--- config.mk ---
export PLATFORM = sky130hd
export DESIGN_NAME = bmp_rpc_unpack
export DESIGN_NICKNAME = d
export VERILOG_FILES = /design/src/rtl/bmp_rpc_pkg.sv /design/src/rtl/bmp_rpc_unpack.sv
export VERILOG_INCLUDE_DIRS = /design/src /design/src/rtl
export SDC_FILE = /design/constraint.sdc
export NUM_CORES = 1
export LEC_CHECK = 0
export BUFFER_PORTS_ARGS = -buffer_cell sky130_fd_sc_hd__buf_2
export CELL_PAD_IN_SITES_DETAIL_PLACEMENT = 1
export CELL_PAD_IN_SITES_GLOBAL_PLACEMENT = 1
export CORE_MARGIN = 1
export CORE_UTILIZATION = 35
export CTS_BUF_LIST = sky130_fd_sc_hd__clkbuf_2 sky130_fd_sc_hd__clkbuf_4 sky130_fd_sc_hd__clkbuf_8
export DETAILED_ROUTE_END_ITERATION = 7
export GPL_TIMING_DRIVEN = 0
export PLACE_DENSITY_LB_ADDON = 0.1
export SYNTH_ARGS = -nofsm -noshare
export SYNTH_HDL_FRONTEND = slang
export SYNTH_SLANG_ARGS = --single-unit
--- constraint.sdc ---
create_clock -name clk_i -period 6.8 [get_ports clk_i]
set_input_delay 1.02 -clock clk_i [delete_from_list [all_inputs] [get_ports clk_i]]
set_output_delay 1.02 -clock clk_i [all_outputs]
set_load 0.02 [all_outputs]
--- src/rtl/bmp_row_pixel_classifier_macros.svh ---
// Assertion helpers shared by the pixel classifier modules.
// Both expect clk_i and rst_ni in the enclosing scope.
`ifndef BMP_ROW_PIXEL_CLASSIFIER_MACROS_SVH
`define BMP_ROW_PIXEL_CLASSIFIER_MACROS_SVH
`ifndef NO_ASSERTIONS
`define BMP_RPC_ASSERT(lbl, prop, msg) \
  lbl: assert property (@(posedge clk_i) disable iff (!rst_ni) prop) else $error(msg);
`define BMP_RPC_ASSERT_NEXT(lbl, pre, post, msg) \
  lbl: assert property (@(posedge clk_i) disable iff (!rst_ni) (pre) |=> (post)) \
    else $error(msg);
`else
`define BMP_RPC_ASSERT(lbl, prop, msg)
`define BMP_RPC_ASSERT_NEXT(lbl, pre, post, msg)
`endif
`endif

--- src/rtl/bmp_rpc_pkg.sv ---
package bmp_rpc_pkg;

  localparam int MAX_ROW_PIXELS_DEF  = 1024;
  localparam int PALETTE_ENTRIES_DEF = 256;

  localparam int DEPTH_W   = 3;
  localparam int PPR_W     = 11;
  localparam int BPR_W     = 13;
  localparam int RBC_W     = 12;
  localparam int CFG_IDX_W = 3;
  localparam int CFG_W     = 13;
  localparam int COLUMN_W  = 10;
  localparam int RGB_W     = 16;
  localparam int PAL_W     = RGB_W + 2;
  localparam int ROW_BYTES_MAX = 4096;

  localparam logic [DEPTH_W-1:0] DEPTH_1BPP  = 3'd0;
  localparam logic [DEPTH_W-1:0] DEPTH_2BPP  = 3'd1;
  localparam logic [DEPTH_W-1:0] DEPTH_4BPP  = 3'd2;
  localparam logic [DEPTH_W-1:0] DEPTH_8BPP  = 3'd3;
  localparam logic [DEPTH_W-1:0] DEPTH_16BPP = 3'd4;
  localparam logic [DEPTH_W-1:0] DEPTH_24BPP = 3'd5;
  localparam logic [DEPTH_W-1:0] DEPTH_32BPP = 3'd6;

  localparam logic [CFG_IDX_W-1:0] CFG_DEPTH     = 3'd0;
  localparam logic [CFG_IDX_W-1:0] CFG_SIXTEEN   = 3'd1;
  localparam logic [CFG_IDX_W-1:0] CFG_COLOR_EN  = 3'd2;
  localparam logic [CFG_IDX_W-1:0] CFG_MULTI     = 3'd3;
  localparam logic [CFG_IDX_W-1:0] CFG_PPR       = 3'd4;
  localparam logic [CFG_IDX_W-1:0] CFG_BPR       = 3'd5;

  localparam logic MODE_PALETTE = 1'b0;
  localparam logic MODE_PIXEL   = 1'b1;

  typedef enum logic [1:0] {
    CLASS_WHITE   = 2'd0,
    CLASS_BLACK   = 2'd1,
    CLASS_COLORED = 2'd2,
    CLASS_KEEP    = 2'd3
  } pixel_class_e;

  typedef enum logic [1:0] {
    KIND_NONE   = 2'd0,
    KIND_WRITE  = 2'd1,
    KIND_PAL    = 2'd2,
    KIND_DIRECT = 2'd3
  } slot_kind_e;

  typedef struct packed {
    logic [DEPTH_W-1:0] depth;
    logic               sixteen_565;
    logic               color_en;
    logic               multi;
    logic [PPR_W-1:0]   ppr;
    logic [BPR_W-1:0]   bpr;
  } cfg_t;

  typedef struct packed {
    slot_kind_e       kind;
    logic [7:0]       idx;
    logic [7:0]       data;
    logic [7:0]       red;
    logic [7:0]       green;
    logic [7:0]       blue;
    logic [RGB_W-1:0] color;
    logic             row_end;
  } slot_t;

  typedef struct packed {
    logic [COLUMN_W-1:0] column;
    logic                row_done;
    logic                last;
    logic                is_pal;
    logic                oor;
    logic [RGB_W-1:0]    color;
    logic                white;
    logic                colored;
  } pix_t;

  function automatic logic use_color(cfg_t cfg);
    return cfg.color_en && (cfg.depth != DEPTH_1BPP);
  endfunction

  function automatic logic [RGB_W-1:0] pack565(logic [7:0] r, logic [7:0] g, logic [7:0] b);
    return {r[7:3], g[7:2], b[7:3]};
  endfunction

  function automatic logic is_whitish(logic [7:0] r, logic [7:0] g, logic [7:0] b,
                                      logic uc);
    logic [9:0] sum;
    sum = {2'b00, r} + {2'b00, g} + {2'b00, b};
    if (uc) begin
      return (r > 8'h80) && (g > 8'h80) && (b > 8'h80);
    end
    return sum > 10'd384;
  endfunction

  function automatic logic is_colored(logic [7:0] r, logic [7:0] g, logic [7:0] b);
    return (r > 8'hF0) || ((g > 8'hF0) && (b > 8'hF0));
  endfunction

endpackage

--- src/rtl/bmp_rpc_unpack.sv ---
`include "bmp_row_pixel_classifier_macros.svh"

module bmp_rpc_unpack (
  input  logic              clk_i,
  input  logic              rst_ni,
  input  bmp_rpc_pkg::cfg_t cfg_i,
  input  logic              in_valid_i,
  output logic              in_ready_o,
  input  logic              mode_i,
  input  logic [7:0]        palette_index_i,
  input  logic [7:0]        entry_red_i,
  input  logic [7:0]        entry_green_i,
  input  logic [7:0]        entry_blue_i,
  input  logic [7:0]        data_byte_i,
  input  logic              pop_i,
  output logic              slot_valid_o,
  output bmp_rpc_pkg::slot_t slot_o
);

  logic [1:0]                    phase_q, phase_d;
  logic [7:0]                    held1_q, held1_d;
  logic [7:0]                    held2_q, held2_d;
  logic [7:0]                    held3_q, held3_d;
  logic [bmp_rpc_pkg::RBC_W-1:0] rbc_q, rbc_d;
  logic [bmp_rpc_pkg::BPR_W-1:0] bpr_sat;
  logic [bmp_rpc_pkg::BPR_W-1:0] rbc_inc;
  logic                          row_end;
  logic                          slot_valid_q;
  bmp_rpc_pkg::slot_t            slot_q, slot_d;
  logic                          accept;
  logic [1:0]                    final_phase;
  logic [7:0]                    lo, hi;

  assign in_ready_o = !slot_valid_q || pop_i;
  assign accept     = in_valid_i && in_ready_o;

  // zero reads as one byte, anything over the limit is clamped
  assign bpr_sat = (cfg_i.bpr == '0) ? bmp_rpc_pkg::BPR_W'(1) :
                   (cfg_i.bpr > bmp_rpc_pkg::BPR_W'(bmp_rpc_pkg::ROW_BYTES_MAX)) ?
                   bmp_rpc_pkg::BPR_W'(bmp_rpc_pkg::ROW_BYTES_MAX) : cfg_i.bpr;
  assign rbc_inc = {1'b0, rbc_q} + bmp_rpc_pkg::BPR_W'(1);
  assign row_end = rbc_inc >= bpr_sat;

  assign final_phase = (cfg_i.depth == bmp_rpc_pkg::DEPTH_24BPP) ? 2'd2 : 2'd3;
  assign lo = held1_q;
  assign hi = data_byte_i;

  always_comb begin
    phase_d       = phase_q;
    held1_d       = held1_q;
    held2_d       = held2_q;
    held3_d       = held3_q;
    rbc_d         = rbc_q;
    slot_d.kind   = bmp_rpc_pkg::KIND_NONE;
    slot_d.idx    = palette_index_i;
    slot_d.data   = data_byte_i;
    slot_d.red    = entry_red_i;
    slot_d.green  = entry_green_i;
    slot_d.blue   = entry_blue_i;
    slot_d.color  = '0;
    slot_d.row_end = 1'b0;
    if (mode_i == bmp_rpc_pkg::MODE_PALETTE) begin
      slot_d.kind = bmp_rpc_pkg::KIND_WRITE;
    end else begin
      priority if (cfg_i.depth <= bmp_rpc_pkg::DEPTH_8BPP) begin
        slot_d.kind = bmp_rpc_pkg::KIND_PAL;
      end else if (cfg_i.depth == bmp_rpc_pkg::DEPTH_16BPP) begin
        if (phase_q == 2'd0) begin
          held1_d = data_byte_i;
          phase_d = 2'd1;
        end else begin
          slot_d.kind = bmp_rpc_pkg::KIND_DIRECT;
          slot_d.blue = {lo[4:0], 3'b000};
          if (cfg_i.sixteen_565) begin
            slot_d.green = {hi[2:0], lo[7:5], 2'b00};
            slot_d.red   = {hi[7:3], 3'b000};
            slot_d.color = {hi, lo};
          end else begin
            slot_d.green = {hi[1:0], lo[7:5], 3'b000};
            slot_d.red   = {hi[6:2], 3'b000};
            slot_d.color = bmp_rpc_pkg::pack565({hi[6:2], 3'b000},
                                                {hi[1:0], lo[7:5], 3'b000},
                                                {lo[4:0], 3'b000});
          end
          phase_d = 2'd0;
        end
      end else if ((cfg_i.depth == bmp_rpc_pkg::DEPTH_24BPP) ||
                   (cfg_i.depth == bmp_rpc_pkg::DEPTH_32BPP)) begin
        priority if (phase_q == 2'd0) begin
          held1_d = data_byte_i;
          phase_d = 2'd1;
        end else if (phase_q == 2'd1) begin
          held2_d = data_byte_i;
          phase_d = 2'd2;
        end else if (phase_q < final_phase) begin
          held3_d = data_byte_i;
          phase_d = 2'd3;
        end else begin
          slot_d.kind  = bmp_rpc_pkg::KIND_DIRECT;
          slot_d.blue  = held1_q;
          slot_d.green = held2_q;
          slot_d.red   = (cfg_i.depth == bmp_rpc_pkg::DEPTH_24BPP) ? data_byte_i : held3_q;
          slot_d.color = bmp_rpc_pkg::pack565(slot_d.red, held2_q, held1_q);
          phase_d      = 2'd0;
        end
      end else begin
        slot_d.kind = bmp_rpc_pkg::KIND_NONE;
      end
      slot_d.row_end = row_end;
      if (row_end) begin
        rbc_d   = '0;
        phase_d = 2'd0;
      end else begin
        rbc_d = rbc_inc[bmp_rpc_pkg::RBC_W-1:0];
      end
    end
  end

  always_ff @(posedge clk_i or negedge rst_ni) begin
    if (!rst_ni) begin
      phase_q      <= 2'd0;
      held1_q      <= '0;
      held2_q      <= '0;
      held3_q      <= '0;
      rbc_q        <= '0;
      slot_valid_q <= 1'b0;
    end else begin
      if (accept) begin
        phase_q      <= phase_d;
        held1_q      <= held1_d;
        held2_q      <= held2_d;
        held3_q      <= held3_d;
        rbc_q        <= rbc_d;
        slot_valid_q <= 1'b1;
      end else if (pop_i) begin
        slot_valid_q <= 1'b0;
      end
    end
  end

  always_ff @(posedge clk_i) begin
    if (accept) begin
      slot_q <= slot_d;
    end
  end

  assign slot_valid_o = slot_valid_q;
  assign slot_o       = slot_q;

  `BMP_RPC_ASSERT_NEXT(a_accept_fills_slot, accept, slot_valid_q,
                       "accepted transaction did not reach the slot")

endmodule

After elaboration in Yosys (flattened, before gate mapping)
Cells that the tools add are included.
{ "totals": {"ff_bits": 98, "in_bits": 75, "out_inout_bits": 61, "word_cells": 79} }
{ "classes": {"add_sub_neg": 1, "order_cmp": 4, "eq_ne": 5, "muxes": 35, "n_bitwise": 5, "reduce_logical": 15} }
{ "op_table": {"columns": ["operator", "n"], "rows": [
  ["$mux W40", 7],
  ["$mux W41", 1],
  ["$mux W16", 2],
  ["$mux W8", 4],
  ["$mux W2", 14],
  ["$mux W13", 2],
  ["$add A12 B1 Y13 const B", 1],
  ["$ge A13 B13 Y1", 1],
  ["$gt A13 B13 Y1 const B", 1],
  ["$logic_not A13 Y1", 1],
  ["$mux W12", 1],
  ["$eq A3 B3 Y1 const B", 3],
  ["$reduce_and A4 Y1", 2],
  ["$reduce_and A8 Y1", 1],
  ["$reduce_and A7 Y1", 1],
  ["$not A1 Y1", 5],
  ["$mux W1", 4],
  ["$reduce_bool A2 Y1", 2],
  ["$le A3 B2 Y1 const B", 1],
  ["$reduce_bool A3 Y1", 1],
  ["$eq A2 B1 Y1 const B", 1],
  ["$logic_not A2 Y1", 1],
  ["$logic_or A1 B1 Y1", 2],
  ["$lt A2 B2 Y1", 1],
  ["5 further kinds", 5]
]} }

Logic depth before layout (Yosys ltp)
Gate-level depths: netlist of run 1.
{ "logic_depth": {"depth_word": 10, "mapped_depth": 13, "ltp_nobuf": 12} }

Worst setup path after synthesis of run 1
Ideal clock, no wire load.
{ "synth_timing": {"path_kind": "input to register", "start": "input pop_i", "end": "register slot_q, in the netlist slot_o[0], enable pin", "setup_time_ps": 423, "arrival_ps": 2663, "t_required_ps": 6377, "path_slack_ps": 3713, "path_stages": 2, "n_path_buf": 0, "path_cell_list": "nand2b_2 -> and2_1"} }
{ "synth_via": {"elab_chain_cells": 2} }
{ "synth_rtl": {"columns": ["element", "line_no", "rtl"], "rows": [
  ["start: declaration", "bmp_rpc_unpack.sv:15", "input logic pop_i,"],
  ["$logic_or A1 B1 Y1", "bmp_rpc_unpack.sv:34", "assign in_ready_o = !slot_valid_q || pop_i;"],
  ["$logic_and A1 B1 Y1", "bmp_rpc_unpack.sv:35", "assign accept = in_valid_i && in_ready_o;"],
  ["via accept", "bmp_rpc_unpack.sv:30", "logic accept;"],
  ["end signal: assignment", "bmp_rpc_unpack.sv:143", "slot_q <= slot_d;"],
  ["end: declaration", "bmp_rpc_unpack.sv:29", "bmp_rpc_pkg::slot_t slot_q, slot_d;"]
]} }
The timed path passes the listed nets, and every way through them passes these cells.
A chain may end at the register's enable or synchronous reset.

Final worst setup path of run 1
{ "layout_timing": {"start": "register rbc_q[0] (netlist name)", "end": "register rbc_q[11] (netlist name)"} }
{ "layout_via": {"elab_chain_cells": 3} }
{ "layout_rtl": {"columns": ["element", "line_no", "rtl"], "rows": [
  ["start: declaration", "bmp_rpc_unpack.sv:24", "logic [bmp_rpc_pkg::RBC_W-1:0] rbc_q, rbc_d;"],
  ["start signal: assignment", "bmp_rpc_unpack.sv:133", "rbc_q <= rbc_d;"],
  ["$add A12 B1 Y13 (*)", "bmp_rpc_unpack.sv:41", "assign rbc_inc = {1'b0, rbc_q} + bmp_rpc_pkg::BPR_W'(1);"],
  ["$ge A13 B13 Y1", "bmp_rpc_unpack.sv:42", "assign row_end = rbc_inc >= bpr_sat;"],
  ["$mux W12 (*)", "bmp_rpc_unpack.sv:110", "if (row_end) begin"]
]} }
Mark *: on every way between the ends. The rest lies on a longest branch, timed or not.

==> implementation parameters, run 1 <==
Parameter                              Value

Run status
  Status ... complete, no violations

Die
  Die width ... 119.6 µm
  Row count ... 42
  Placeable core area ... ~13000 µm²
  Floorplan die area ... roughly 14000 µm²
  Starting density of the core ... between 30% and 40%
  Floorplan die height ... approximately 120 µm
  I/O pins ... about 140

Logic synthesis
  Post-Syn Area ... roughly 4800 µm²
  Synth async-reset ratio ... 39.80%
  Flop and latch count out of synthesis ... 98
  Xor and xnor area share after synthesis ... roughly 1.6%
  Syn Nets ... 484
  Synthesized instance count ... 395
  Syn avg cell area ... 12.25 µm²
  Compound-Gate Fraction of Synth Area ... 12.44%
  Count of synthesis-stage warnings from yosys ... 0
  Adder and majority cell fraction of the synthesized area ... roughly 3.8%
  Post-synthesis share of cell area spent on and, or, nand and nor gates ... 12.44%
  Multiplexer share of the synthesized area ... under 10%
  Number of flops mapped to enable cells by yosys ... 59
  Most used flip-flop cell after synthesis ... edfxtp_1
  Dominant combinational cell family by area after synthesis ... compound AO/OA/AOI/OAI gates
  Count of unique library cells instantiated by Yosys ... between 50 and 60
  Post-synthesis sequential area ratio ... between 50% and 60%

Pwr
  P_leak ... ~2.6 nW
  PD cells ... about 270 nW/µm²
  Maximum VDD drop ... between 0.1 and 0.15 mV

Clock network
  Setup repair bufs after CTS ... 0
  Num CTS Buffers ... 9
  Worst-case clock buffer depth ... 2
  CTS-repair resized insts ... 0
  Number of sinks on the clock net ... approximately 100
  Level count of the clock H-tree ... 3
  TritonCTS clock tree ... yes
  Clk_lat worst skew ... 0.38 ns
  Number of buffers added to fix hold violations after cts ... 0
  Buffer cell driving the clock tree root ... clkbuf_8
  Clock-pin slew on the worst setup and hold paths ... roughly 0.10 ns

STA
  Total setup violations reported at the end of the flow ... 0
  Period utilisation layout ... 52.56%
  Actual slew at the worst max-slew pin ... between 0.9 and 1 ns
  Final-layout setup total negative slack ... 0 ns
  Worst-case headroom to the max-slew limit ... around 37%
  Time the final worst path needs with I/O delays and setup ... around 3.6 ns
  RSZ-0062 raised after global routing ... false
  Count of final max-slew check failures ... 0
  Maximum frequency from static timing analysis ... 279.8 MHz
  Final count of hold timing violations ... 0
  Skew final ... ~0.012 ns

Detailed routing
  Met2 wirelength from detailed routing ... approximately 5800 µm
  Uppermost metal layer occupied by signal nets ... met4
  Length of routed wiring on met1 ... about 6200 µm
  Wire length reported by the detailed router ... about 13000 µm
  Vias per cell ... 5.092
  Met3 layer wire length in the routed design ... about 640 µm
  First-pass DRT Iterations ... 5
  Wire per inst ... ~18 µm
  DRC Markers ... 0
  ANT nets after route ... 0
  Starting DRC count in detailed routing ... 210
  Vias ... between 3000 and 4000

Min path
  Min-Delay Path Class ... reg2reg
  Destination of the worst hold path ... held3_q[4]
  Critical hold path startpoint ... held3_q[4]
  Number of instances on the worst hold path ... 1

Global routing
  Initial antenna violation count ... 0
  Global-route wire length before repair ... 20480 µm
  Largest net degree at the start of global routing ... 40
  Via count of the first global-routing pass ... between 3000 and 4000
  GRT Residual Overflow ... 0
  Aggregate global-route resource usage ... a little under a fifth

Placed design
  Number of I/O port buffers ... 119
  Post-placement cell count ... between 600 and 700
  Post-DP HPWL ... 9326 µm
  RePlAce Congestion ... 0.8066

Worst setup path
  List of cells traversed by the critical path ... ha_1 -> nand4_1 -> nor2_1 -> nand3_1 -> xor2_1 -> inv_1 -> ha_1 -> and4_1 -> o211a_1 -> a21oi_1 -> nand2_1 -> clkbuf_1 -> o31ai_1
  Buffer and inverter count on the worst path ... 2
  Worst path top cell family by delay ... simple AND/OR/NAND/NOR gates
  Worst flop-to-flop path endpoint ... rbc_q[11]
  Reg2reg setup slack ... 3.23 ns
  Cell count of the worst reg-to-reg path ... 13
  Path type of the worst setup path ... reg2reg
  Required @ worst endpoint ... about 7 ns
  Cell with the largest stage delay on the worst path ... dfrtp_1
  Crit-path max FO ... 10
  Critical path startpoint category ... flop
  Startpoint of the worst register-to-register path ... rbc_q[0]
  Most numerous cell on the critical path ... ha_1
  Type of element capturing the critical path ... flop
  Data arrival time at the worst-slack endpoint ... ~3.9 ns
  Maximum single-stage delay on the critical path ... approximately 0.47 ns

Layout
  NumNets Final ... 615
  Top library cells by usage in the layout, fill and taps aside ... 124 x buf_2, 59 x edfxtp_1, 58 x nand2_1
  Non-filler instance count after layout ... between 700 and 800
  Most common library cell in the layout ignoring fill and taps ... buf_2
  Number of fillers in the final layout ... ~1500
  Antenna diode instance count ... 0
  Syn-to-layout area delta ... 21.44%
  Share of layout cells above drive strength 1 ... 34.84%

Run
  # Max-Cap Violations ... 0
## worst register-to-register path, delay by kind of cell (launching register included)
kind | cells | cell delay (ns)
AO/OA/AOI/OAI | 3 | 0.82
XOR/XNOR | 1 | 0.19
adder cells (fa/ha/maj) | 2 | 0.59
buffers and inverters | 2 | 0.36
flip-flops | 1 | 0.47
AND/OR/NAND/NOR | 5 | 1.06
## sequential cells by signal (all words and copies together), names as in the netlist
name and count:
held2_q 8, phase_q 2, slot_o 59, held1_q 8
rbc_q 12, held3_q 8, slot_valid_o 1
## cell usage after synthesis (6+ instances only)
library cell | number | share of area (%)
a21o_1 | 6 | 0.93
a21oi_1 | 9 | 0.93
dfrtp_1 | 39 | 20
edfxtp_1 | 59 | 37
ha_1 | 14 | 3.6
inv_1 | 15 | 1.2
mux2_2 | 24 | 5.6
mux2i_1 | 18 | 3.7
nand2_1 | 58 | 4.5
nand3_1 | 11 | 1.1
nor2_1 | 9 | 0.70
o21ai_0 | 19 | 2.0
o22ai_1 | 6 | 0.78
xnor2_1 | 7 | 1.3
## through the flow
stage / cell area (µm²) / power (mW) / setup slack, ns / hold WS [ns] / utilization [%]
after floorplan: 4837 / 1.055 / 3.713 / 0.4800 / -
after global placement: 5653 / 1.170 / 3.012 / 0.4889 / 42.35
after detailed placement: 5674 / 1.191 / 3.144 / 0.4964 / 42.51
after CTS: 5874 / 1.588 / 3.223 / 0.5178 / 44.01
after global routing: 5874 / 1.663 / 2.950 / 0.5384 / 44.01
final: 5874 / 1.567 / 3.226 / 0.5115 / 44.01
## kinds of logic (layout without fill, tap and decap cells)
family	after synthesis	in the layout
AOI/OAI and AO/OA	83	83
xor gates and xnor gates	9	9
adders and majority gates	15	15
buffers and inverters	34	170
DFF	98	98
muxes	42	42
and+or+nand+nor	114	114
## layout make-up
cell class	count	area, µm²	area share, %
inverters	16	60.06	1.022
clock buffers	12	146.4	2.492
clock inverters	4	53.80	0.9159
well taps	176	220.2	3.749
multi-input cells	263	1919	32.67
repair buffers	120	615.6	10.48
flip-flops and latches	98	2748	46.77
plain buffers	18	111.4	1.896
## routing by layer
metal,up-vias,GRT usage (%)
li1,1734,-
met1,1755,26.83
met2,100,28.61
met3,11,3.042
met4,0,7.031
met5,-,0
## power breakdown
| part | switching, mW | total [mW] | internal [mW] |
|---|---|---|---|
| clock | 0.211 | 0.394 | 0.183 |
| combinational | 0.227 | 0.386 | 0.159 |
| sequential | 0.0621 | 0.786 | 0.724 |
| total | 0.500 | 1.57 | 1.07 |
## how the worst max path moves through the flow
stage / start / to / slack (ns) / cells after the start
2_1_floorplan: pop_i / slot_o[0] / 3.71 / 2
3_3_place_gp: pop_i / slot_o[45] / 3.01 / 3
3_5_place_dp: cfg_i[12] / rbc_q[11] / 3.14 / 11
4_1_cts: rbc_q[0] / rbc_q[11] / 3.22 / 13
5_1_grt: rbc_q[0] / rbc_q[11] / 2.95 / 13
6_report: rbc_q[0] / rbc_q[11] / 3.23 / 13
Note: power is estimated with default switching activity, not from simulation.
==> run 2: changes to the inputs <==
clock period = 2.9 ns   (was 6.8 ns; I/O delays follow)
==> run 2 against run 1 <==
  * Global-route usage hardly changed
  * Non-clock buffer count is 8 higher
  * Routed wire length grew 0.74%
  * Combinational power grew to 2.6 times the previous value
  * Sequential cell count did not move
  * Core utilization up 0.89 points
  * First-iteration DRC count up 4.8%
  * Register-to-register slack worse by 3.1 ns
  * Clock power is 130% higher
  * Highest routed layer unchanged
  * Sequential power up 140%
  * Final cell count increased by 1.1%
==> implementation parameters, run 2 (same netlist as run 1, synthesis figures left out) <==
Parameter                              Value

Run status
  Status ... complete, no violations (unchanged)

Pwr
  Cell internal pwr ... 2.562 mW (was 1.067 mW)
  Switch Pwr ... 1.207 mW (was 0.5003 mW)
  Clk pwr share ... 24.5% (was 25.2%)
  P_leak ... 2.660 nW (was 2.615 nW)
  Switching part of the total ... 32.03% (was 31.92%)
  PD cells ... 628.8 nW/µm² (was 266.8 nW/µm²)
  Maximum VDD drop ... 0.2619 mV (was 0.1089 mV)
  Flop pwr share ... 49.0% (was 50.2%)
  Part of the total power dissipated in combinational logic ... 26.5% (was 24.6%)

Die
  Die width ... 119.6 µm (unchanged)
  Floorplan die area ... 14290 µm² (unchanged)
  Placeable core area ... 13350 µm² (unchanged)
  Row count ... 42 (unchanged)
  Floorplan die height ... 119.6 µm (unchanged)
  Starting density of the core ... 36.24% (unchanged)
  I/O pins ... 136 (unchanged)

STA
  Period utilisation layout ... 94.43% (was 52.56%)
  Total setup violations reported at the end of the flow ... 0 (unchanged)
  Final count of hold timing violations ... 0 (unchanged)
  Final-layout setup total negative slack ... 0 ns (unchanged)
  Time the final worst path needs with I/O delays and setup ... 2.738 ns (was 3.574 ns)
  Maximum frequency from static timing analysis ... 365.2 MHz (was 279.8 MHz)
  Worst-case headroom to the max-slew limit ... 36.72% (was 37.15%)
  Skew final ... 0.01108 ns (was 0.01159 ns)
  Count of final max-slew check failures ... 0 (unchanged)
  Actual slew at the worst max-slew pin ... 0.9492 ns (was 0.9428 ns)
  Hold slack ... 0.1828 ns (was 0.5115 ns)

Clock network
  Level count of the clock H-tree ... 3 (unchanged)
  Worst-case clock buffer depth ... 2 (unchanged)
  Clock-pin slew on the worst setup and hold paths ... 0.10 ns (about the same)
  Number of sinks on the clock net ... 98 (unchanged)
  Num CTS Buffers ... 9 (unchanged)
  Number of buffers added to fix hold violations after cts ... 0 (unchanged)
  Clk_lat worst skew ... 0.38 ns (about the same)
  TritonCTS clock tree ... yes (unchanged)
  Buffer cell driving the clock tree root ... clkbuf_8 (unchanged)

Detailed routing
  Met2 wirelength from detailed routing ... 5851 µm (was 5777 µm)
  Length of routed wiring on met1 ... 6292 µm (was 6154 µm)
  Wire per inst ... 17.95 µm (was 18.02 µm)
  Vias per cell ... 5.091 (was 5.092)
  First-pass DRT Iterations ... 6 (was 5)
  Starting DRC count in detailed routing ... 220 (was 210)
  DRC Markers ... 0 (unchanged)
  Vias ... 3640 (was 3600)
  Met3 layer wire length in the routed design ... 518 µm (was 635 µm)
  Uppermost metal layer occupied by signal nets ... met4 (unchanged)
  Wire length reported by the detailed router ... 12830 µm (was 12740 µm)
  ANT nets after route ... 0 (unchanged)

Worst setup path
  Maximum single-stage delay on the critical path ... 0.44 ns (was 0.47 ns)
  Reg2reg setup slack ... 0.16 ns (was 3.23 ns)
  Data arrival time at the worst-slack endpoint ... 2.99 ns (was 3.86 ns)
  List of cells traversed by the critical path ... ha_4 -> nand4_1 -> nor2_2 -> nand3_1 -> xor2_1 -> inv_1 -> ha_1 -> and4_1 -> o211a_1 -> a21oi_4 -> buf_4 -> a31oi_2 -> o22ai_1 (was ha_1 -> nand4_1 -> nor2_1 -> nand3_1 -> xor2_1 -> inv_1 -> ha_1 -> and4_1 -> o211a_1 -> a21oi_1 -> nand2_1 -> clkbuf_1 -> o31ai_1)
  Cell count of the worst reg-to-reg path ... 13 (unchanged)
  Crit-path max FO ... 5 (was 10)
  Cell with the largest stage delay on the worst path ... dfrtp_2 (was dfrtp_1)
  Type of element capturing the critical path ... flop (unchanged)
  Critical path startpoint category ... flop (unchanged)
  Path type of the worst setup path ... reg2reg (unchanged)
  Worst flop-to-flop path endpoint ... phase_q[1] (was rbc_q[11])
  Startpoint of the worst register-to-register path ... rbc_q[0] (unchanged)
  Required @ worst endpoint ... 3.15 ns (was 7.08 ns)

Layout
  Antenna diode instance count ... 0 (unchanged)
  NumNets Final ... 623 (was 615)
  Syn-to-layout area delta ... 23.90% (was 21.44%)
  Top library cells by usage in the layout, fill and taps aside ... 124 x buf_2, 59 x edfxtp_1, 57 x nand2_1 (was 124 x buf_2, 59 x edfxtp_1, 58 x nand2_1)
  Share of layout cells above drive strength 1 ... 37.66% (was 34.84%)
  Number of flip-flops in the largest register ... 59 (unchanged)
  Number of fillers in the final layout ... 1467 (was 1474)
  Most common library cell in the layout ignoring fill and taps ... buf_2 (unchanged)

Placed design
  Post-DP HPWL ... 9326 µm (unchanged)
  RePlAce Congestion ... 0.8066 (unchanged)
  Number of I/O port buffers ... 119 (unchanged)

Global routing
  Global-route wire length before repair ... 20490 µm (was 20480 µm)
  Initial antenna violation count ... 0 (unchanged)
  Via count of the first global-routing pass ... 3727 (was 3722)
  Aggregate global-route resource usage ... 18.80% (was 18.79%)
  GRT Residual Overflow ... 0 (unchanged)
  Largest net degree at the start of global routing ... 40 (unchanged)

Min path
  Min-Delay Path Class ... in2async (was reg2reg)

Run
  # Max-Cap Violations ... 0 (unchanged)
run 2: through the flow:
stage	std cells	setup slack (ns)	utilization, %	total power, mW	cell area [µm²]
2_1_floorplan	395	0.1307	-	2.473	4837
3_3_place_gp	690	-0.5583	42.35	2.743	5653
3_5_place_dp	691	-0.6809	42.51	2.792	5674
4_1_cts	709	0.02007	44.32	3.750	5916
5_1_grt	715	-0.009319	44.90	3.995	5993
6_report	715	0.1615	44.90	3.768	5993
run 2: worst max-delay path by stage:
| stage | start | endpoint | slack [ns] | cells past startpoint |
|---|---|---|---|---|
| after floorplan | rbc_q[0] | rbc_q[11] | 0.13 | 13 |
| after global placement | rbc_q[0] | rbc_q[9] | -0.56 | 13 |
| after detailed placement | rbc_q[0] | rbc_q[11] | -0.68 | 13 |
| after CTS | rbc_q[0] | rbc_q[11] | 0.02 | 13 |
| after global routing | rbc_q[1] | phase_q[1] | -0.009 | 13 |
| final | rbc_q[0] | phase_q[1] | 0.16 | 13 |
run 2: power by group through the flow:
stage | clock network (mW) | logic (mW) | registers (mW)
floorplan | 0 | 0.566 | 1.91
global placement | 0 | 0.874 | 1.87
detailed placement | 0 | 0.913 | 1.88
CTS | 0.960 | 0.942 | 1.85
global route | 1.01 | 1.11 | 1.88
finish | 0.923 | 0.997 | 1.85
run 2: what timing repair did:
item | 4_1_cts | 5_1_grt
endpoints found under the hold margin | 0 | 0
resized for setup | 8 | 8
buffers inserted | 2 | 6
setup endpoints to repair | 15 | 15
pin swaps | 2 | 1
run 2: layout make-up:
type	count	area [µm²]	area share [%]
clock buffers	12	146.4	2.443
clock inverters	4	53.80	0.8977
well taps	176	220.2	3.674
flip-flops and latches	98	2749	45.87
plain buffers	18	118.9	1.983
repair buffers	128	675.6	11.27
inverters	16	60.06	1.002
multi-input cells	263	1969	32.86
run 2: critical path, delay by kind of cell (launching register included):
family	cells	cell delay (ns)
compound gates	4	0.57
xor+xnor	1	0.18
fa+ha+maj	2	0.47
buf+inv	2	0.24
flops	1	0.44
simple gates	4	0.71
run 2: layer usage:
| layer | vias up | GRT usage [%] |
|---|---|---|
| met3 | 11 | 2.994 |
| met1 | 1790 | 26.86 |
| li1 | 1749 | - |
| met5 | - | 0 |
| met2 | 90 | 28.68 |
| met4 | 0 | 6.953 |
==> run 3: changes to the inputs <==
BUFFER_PORTS_ARGS = unset   (was -buffer_cell sky130_fd_sc_hd__buf_2)
DONT_BUFFER_PORTS = 1   (was unset)
GPL_TIMING_DRIVEN = 1   (was 0)
clock period = 2.7 ns   (was 2.9 ns; I/O delays follow)
==> run 3 against run 2 <==
  * Worst setup slack worse by 0.039 ns
  * Sequential power increased by 11%
  * Sequential cell count unchanged
  * Sequential share of layout area rose by 3.1 points
  * Non-clock buffer count is 117 lower
  * Core utilization down 2.9 points
  * Critical path depth down 1
  * Power increased by 6.3%
  * Clock skew rose by 0.0029 ns
  * Largest power group unchanged
==> implementation parameters, run 3 (same netlist as run 1, synthesis figures left out) <==
Parameter                              Value

Clock network
  TritonCTS clock tree ... yes (unchanged)
  Level count of the clock H-tree ... 3 (unchanged)
  Buffer cell driving the clock tree root ... clkbuf_8 (unchanged)
  Num CTS Buffers ... 9 (unchanged)
  Clock-pin slew on the worst setup and hold paths ... 0.11 ns (was 0.10 ns)
  Clk_lat worst skew ... 0.38 ns (about the same)
  Number of sinks on the clock net ... 98 (unchanged)
  Worst-case clock buffer depth ... 2 (unchanged)

Layout
  Number of flip-flops in the largest register ... 59 (unchanged)
  Top library cells by usage in the layout, fill and taps aside ... 59 x edfxtp_1, 56 x nand2_1, 39 x dfrtp_1 (was 124 x buf_2, 59 x edfxtp_1, 57 x nand2_1)
  Non-filler instance count after layout ... 597 (was 715)
  Number of fillers in the final layout ... 1430 (was 1467)
  Cell area after layout ... 5609 µm² (was 5993 µm²)
  Final core area utilization ... 42.02% (was 44.90%)
  NumNets Final ... 506 (was 623)
  Syn-to-layout area delta ... 15.96% (was 23.90%)
  Share of layout cells above drive strength 1 ... 26.60% (was 37.66%)
  Most common library cell in the layout ignoring fill and taps ... edfxtp_1 (was buf_2)
  Antenna diode instance count ... 0 (unchanged)

Placed design
  DP Area ... 5124 µm² (was 5674 µm²)
  Number of I/O port buffers ... 0 (was 119)
  Placement Setup Slack ... -0.1469 ns (was -0.6809 ns)
  RePlAce Congestion ... 0.8253 (was 0.8066)
  Post-DP HPWL ... 8773 µm (was 9326 µm)
  Post-placement cell count ... 576 (was 691)

Worst setup path
  Maximum single-stage delay on the critical path ... 0.38 ns (was 0.44 ns)
  Path type of the worst setup path ... reg2reg (unchanged)
  Critical path startpoint category ... flop (unchanged)
  Required @ worst endpoint ... 2.96 ns (was 3.15 ns)
  Data arrival time at the worst-slack endpoint ... 2.84 ns (was 2.99 ns)
  Type of element capturing the critical path ... flop (unchanged)
  Cell with the largest stage delay on the worst path ... dfrtp_1 (was dfrtp_2)
  List of cells traversed by the critical path ... buf_4 -> nand4_1 -> nor3b_2 -> xnor2_1 -> inv_1 -> ha_1 -> and4_4 -> o211a_1 -> a21oi_4 -> buf_6 -> a31oi_4 -> o22ai_1 (was ha_4 -> nand4_1 -> nor2_2 -> nand3_1 -> xor2_1 -> inv_1 -> ha_1 -> and4_1 -> o211a_1 -> a21oi_4 -> buf_4 -> a31oi_2 -> o22ai_1)
  Crit-path max FO ... 5 (unchanged)

Min path
  Min-Delay Path Class ... in2reg (was in2async)

Detailed routing
  ANT nets after route ... 0 (unchanged)
  Starting DRC count in detailed routing ... 154 (was 220)
  DRC Markers ... 0 (unchanged)
  Wire per inst ... 20.35 µm (was 17.95 µm)
  Vias per cell ... 5.395 (was 5.091)
  First-pass DRT Iterations ... 5 (was 6)
  Vias ... 3221 (was 3640)
  Wire length reported by the detailed router ... 12150 µm (was 12830 µm)

Pwr
  PD cells ... 714.4 nW/µm² (was 628.8 nW/µm²)
  P_leak ... 2.249 nW (was 2.660 nW)
  Flop pwr share ... 51.4% (was 49.0%)
  Cell internal pwr ... 2.723 mW (was 2.562 mW)
  Clk pwr share ... 23.9% (was 24.5%)
  Switching part of the total ... 32.05% (was 32.03%)
  Maximum VDD drop ... 0.2538 mV (was 0.2619 mV)
  Part of the total power dissipated in combinational logic ... 24.6% (was 26.5%)
  Design Power ... 4.007 mW (was 3.768 mW)
  Switch Pwr ... 1.284 mW (was 1.207 mW)

STA
  Count of final max-slew check failures ... 0 (unchanged)
  Worst-case headroom to the max-slew limit ... 29.61% (was 36.72%)
  Time the final worst path needs with I/O delays and setup ... 2.577 ns (was 2.738 ns)
  Final count of hold timing violations ... 0 (unchanged)
  Period utilisation layout ... 95.46% (was 94.43%)
  Total setup violations reported at the end of the flow ... 0 (unchanged)
  Final-layout setup total negative slack ... 0 ns (unchanged)
  Maximum frequency from static timing analysis ... 388.0 MHz (was 365.2 MHz)
  RSZ-0062 raised after global routing ... true
  Final worst setup slack ... 0.1227 ns (was 0.1615 ns)
  Hold slack ... 0.1125 ns (was 0.1828 ns)
  Actual slew at the worst max-slew pin ... 1.055 ns (was 0.9492 ns)
  Skew final ... 0.01398 ns (was 0.01108 ns)

Global routing
  Global-route wire length before repair ... 19300 µm (was 20490 µm)
  Via count of the first global-routing pass ... 3421 (was 3727)
  Aggregate global-route resource usage ... 17.81% (was 18.80%)
  Initial antenna violation count ... 0 (unchanged)
  Largest net degree at the start of global routing ... 40 (unchanged)
  GRT Residual Overflow ... 0 (unchanged)

Run status
  Status ... complete, no violations (unchanged)

Die
  Placeable core area ... 13350 µm² (unchanged)
  Floorplan die height ... 119.6 µm (unchanged)
  Row count ... 42 (unchanged)
  Die width ... 119.6 µm (unchanged)
  Starting density of the core ... 36.24% (unchanged)
  I/O pins ... 136 (unchanged)
  Floorplan die area ... 14290 µm² (unchanged)

Run
  # Max-Cap Violations ... 0 (unchanged)
[run 3: changes by cell type in the layout (fill, tap and decap cells not counted), moves of 4 or more]
cell	before	now
clkbuf_1	4	0
o21ai_0	18	13
o21ai_1	1	5
buf_4	12	25
buf_2	124	0
[run 3: per-layer routing]
metal  wire (µm)  vias up  global-route usage (%)
met3         593        9                   3.565
li1            -     1508                       -
met4         146        0                   6.953
met5           0        -                       0
met2        5770       96                   28.07
met1        5638     1608                   24.04
[run 3: repair_timing]
action	in CTS	in global routing
setup endpoints to repair	15	15
pin swaps	12	17
setup buffers	3	2
hold endpoints to repair	39	0
hold buffers	2	0
resized for setup	18	29
[run 3: final timing paths]
check,end,cells past startpoint,slack (ns),from
setup / recovery,phase_q[1],12,0.12,rbc_q[0]
hold / removal,slot_o[44],0,0.11,data_byte_i[3]
setup reg to reg,phase_q[1],12,0.12,rbc_q[0]
hold reg to reg,held3_q[4],1,0.52,held3_q[4]
max in group asynchronous,rbc_q[10],2,2.01,rst_ni
min in group asynchronous,held3_q[0],2,0.46,rst_ni
[run 3: layout make-up]
type / count / area (µm²) / area share [%]
clock inverters: 5 / 56.30 / 1.004
flip-flops and latches: 98 / 2748 / 48.99
clock buffers: 10 / 131.4 / 2.342
multi-input cells: 263 / 2153 / 38.39
well taps: 176 / 220.2 / 3.926
repair buffers: 29 / 240.2 / 4.283
inverters: 16 / 60.06 / 1.071
[run 3: power groups by stage]
stage	Sequential (mW)	Combinational (mW)	Clock, mW
floorplan	2.05	0.613	0
global placement	2.09	0.815	0
detailed placement	2.10	0.843	0
CTS	2.06	0.943	1.00
global route	2.09	1.10	1.04
finish	2.06	0.987	0.960
[run 3: critical path, delay by kind of cell (launching register included)]
kind,cells,cell delay [ns]
AOI/OAI and AO/OA,4,0.51
DFF,1,0.38
and+or+nand+nor,3,0.72
xor gates and xnor gates,1,0.19
buffers and inverters,3,0.37
adders and majority gates,1,0.30
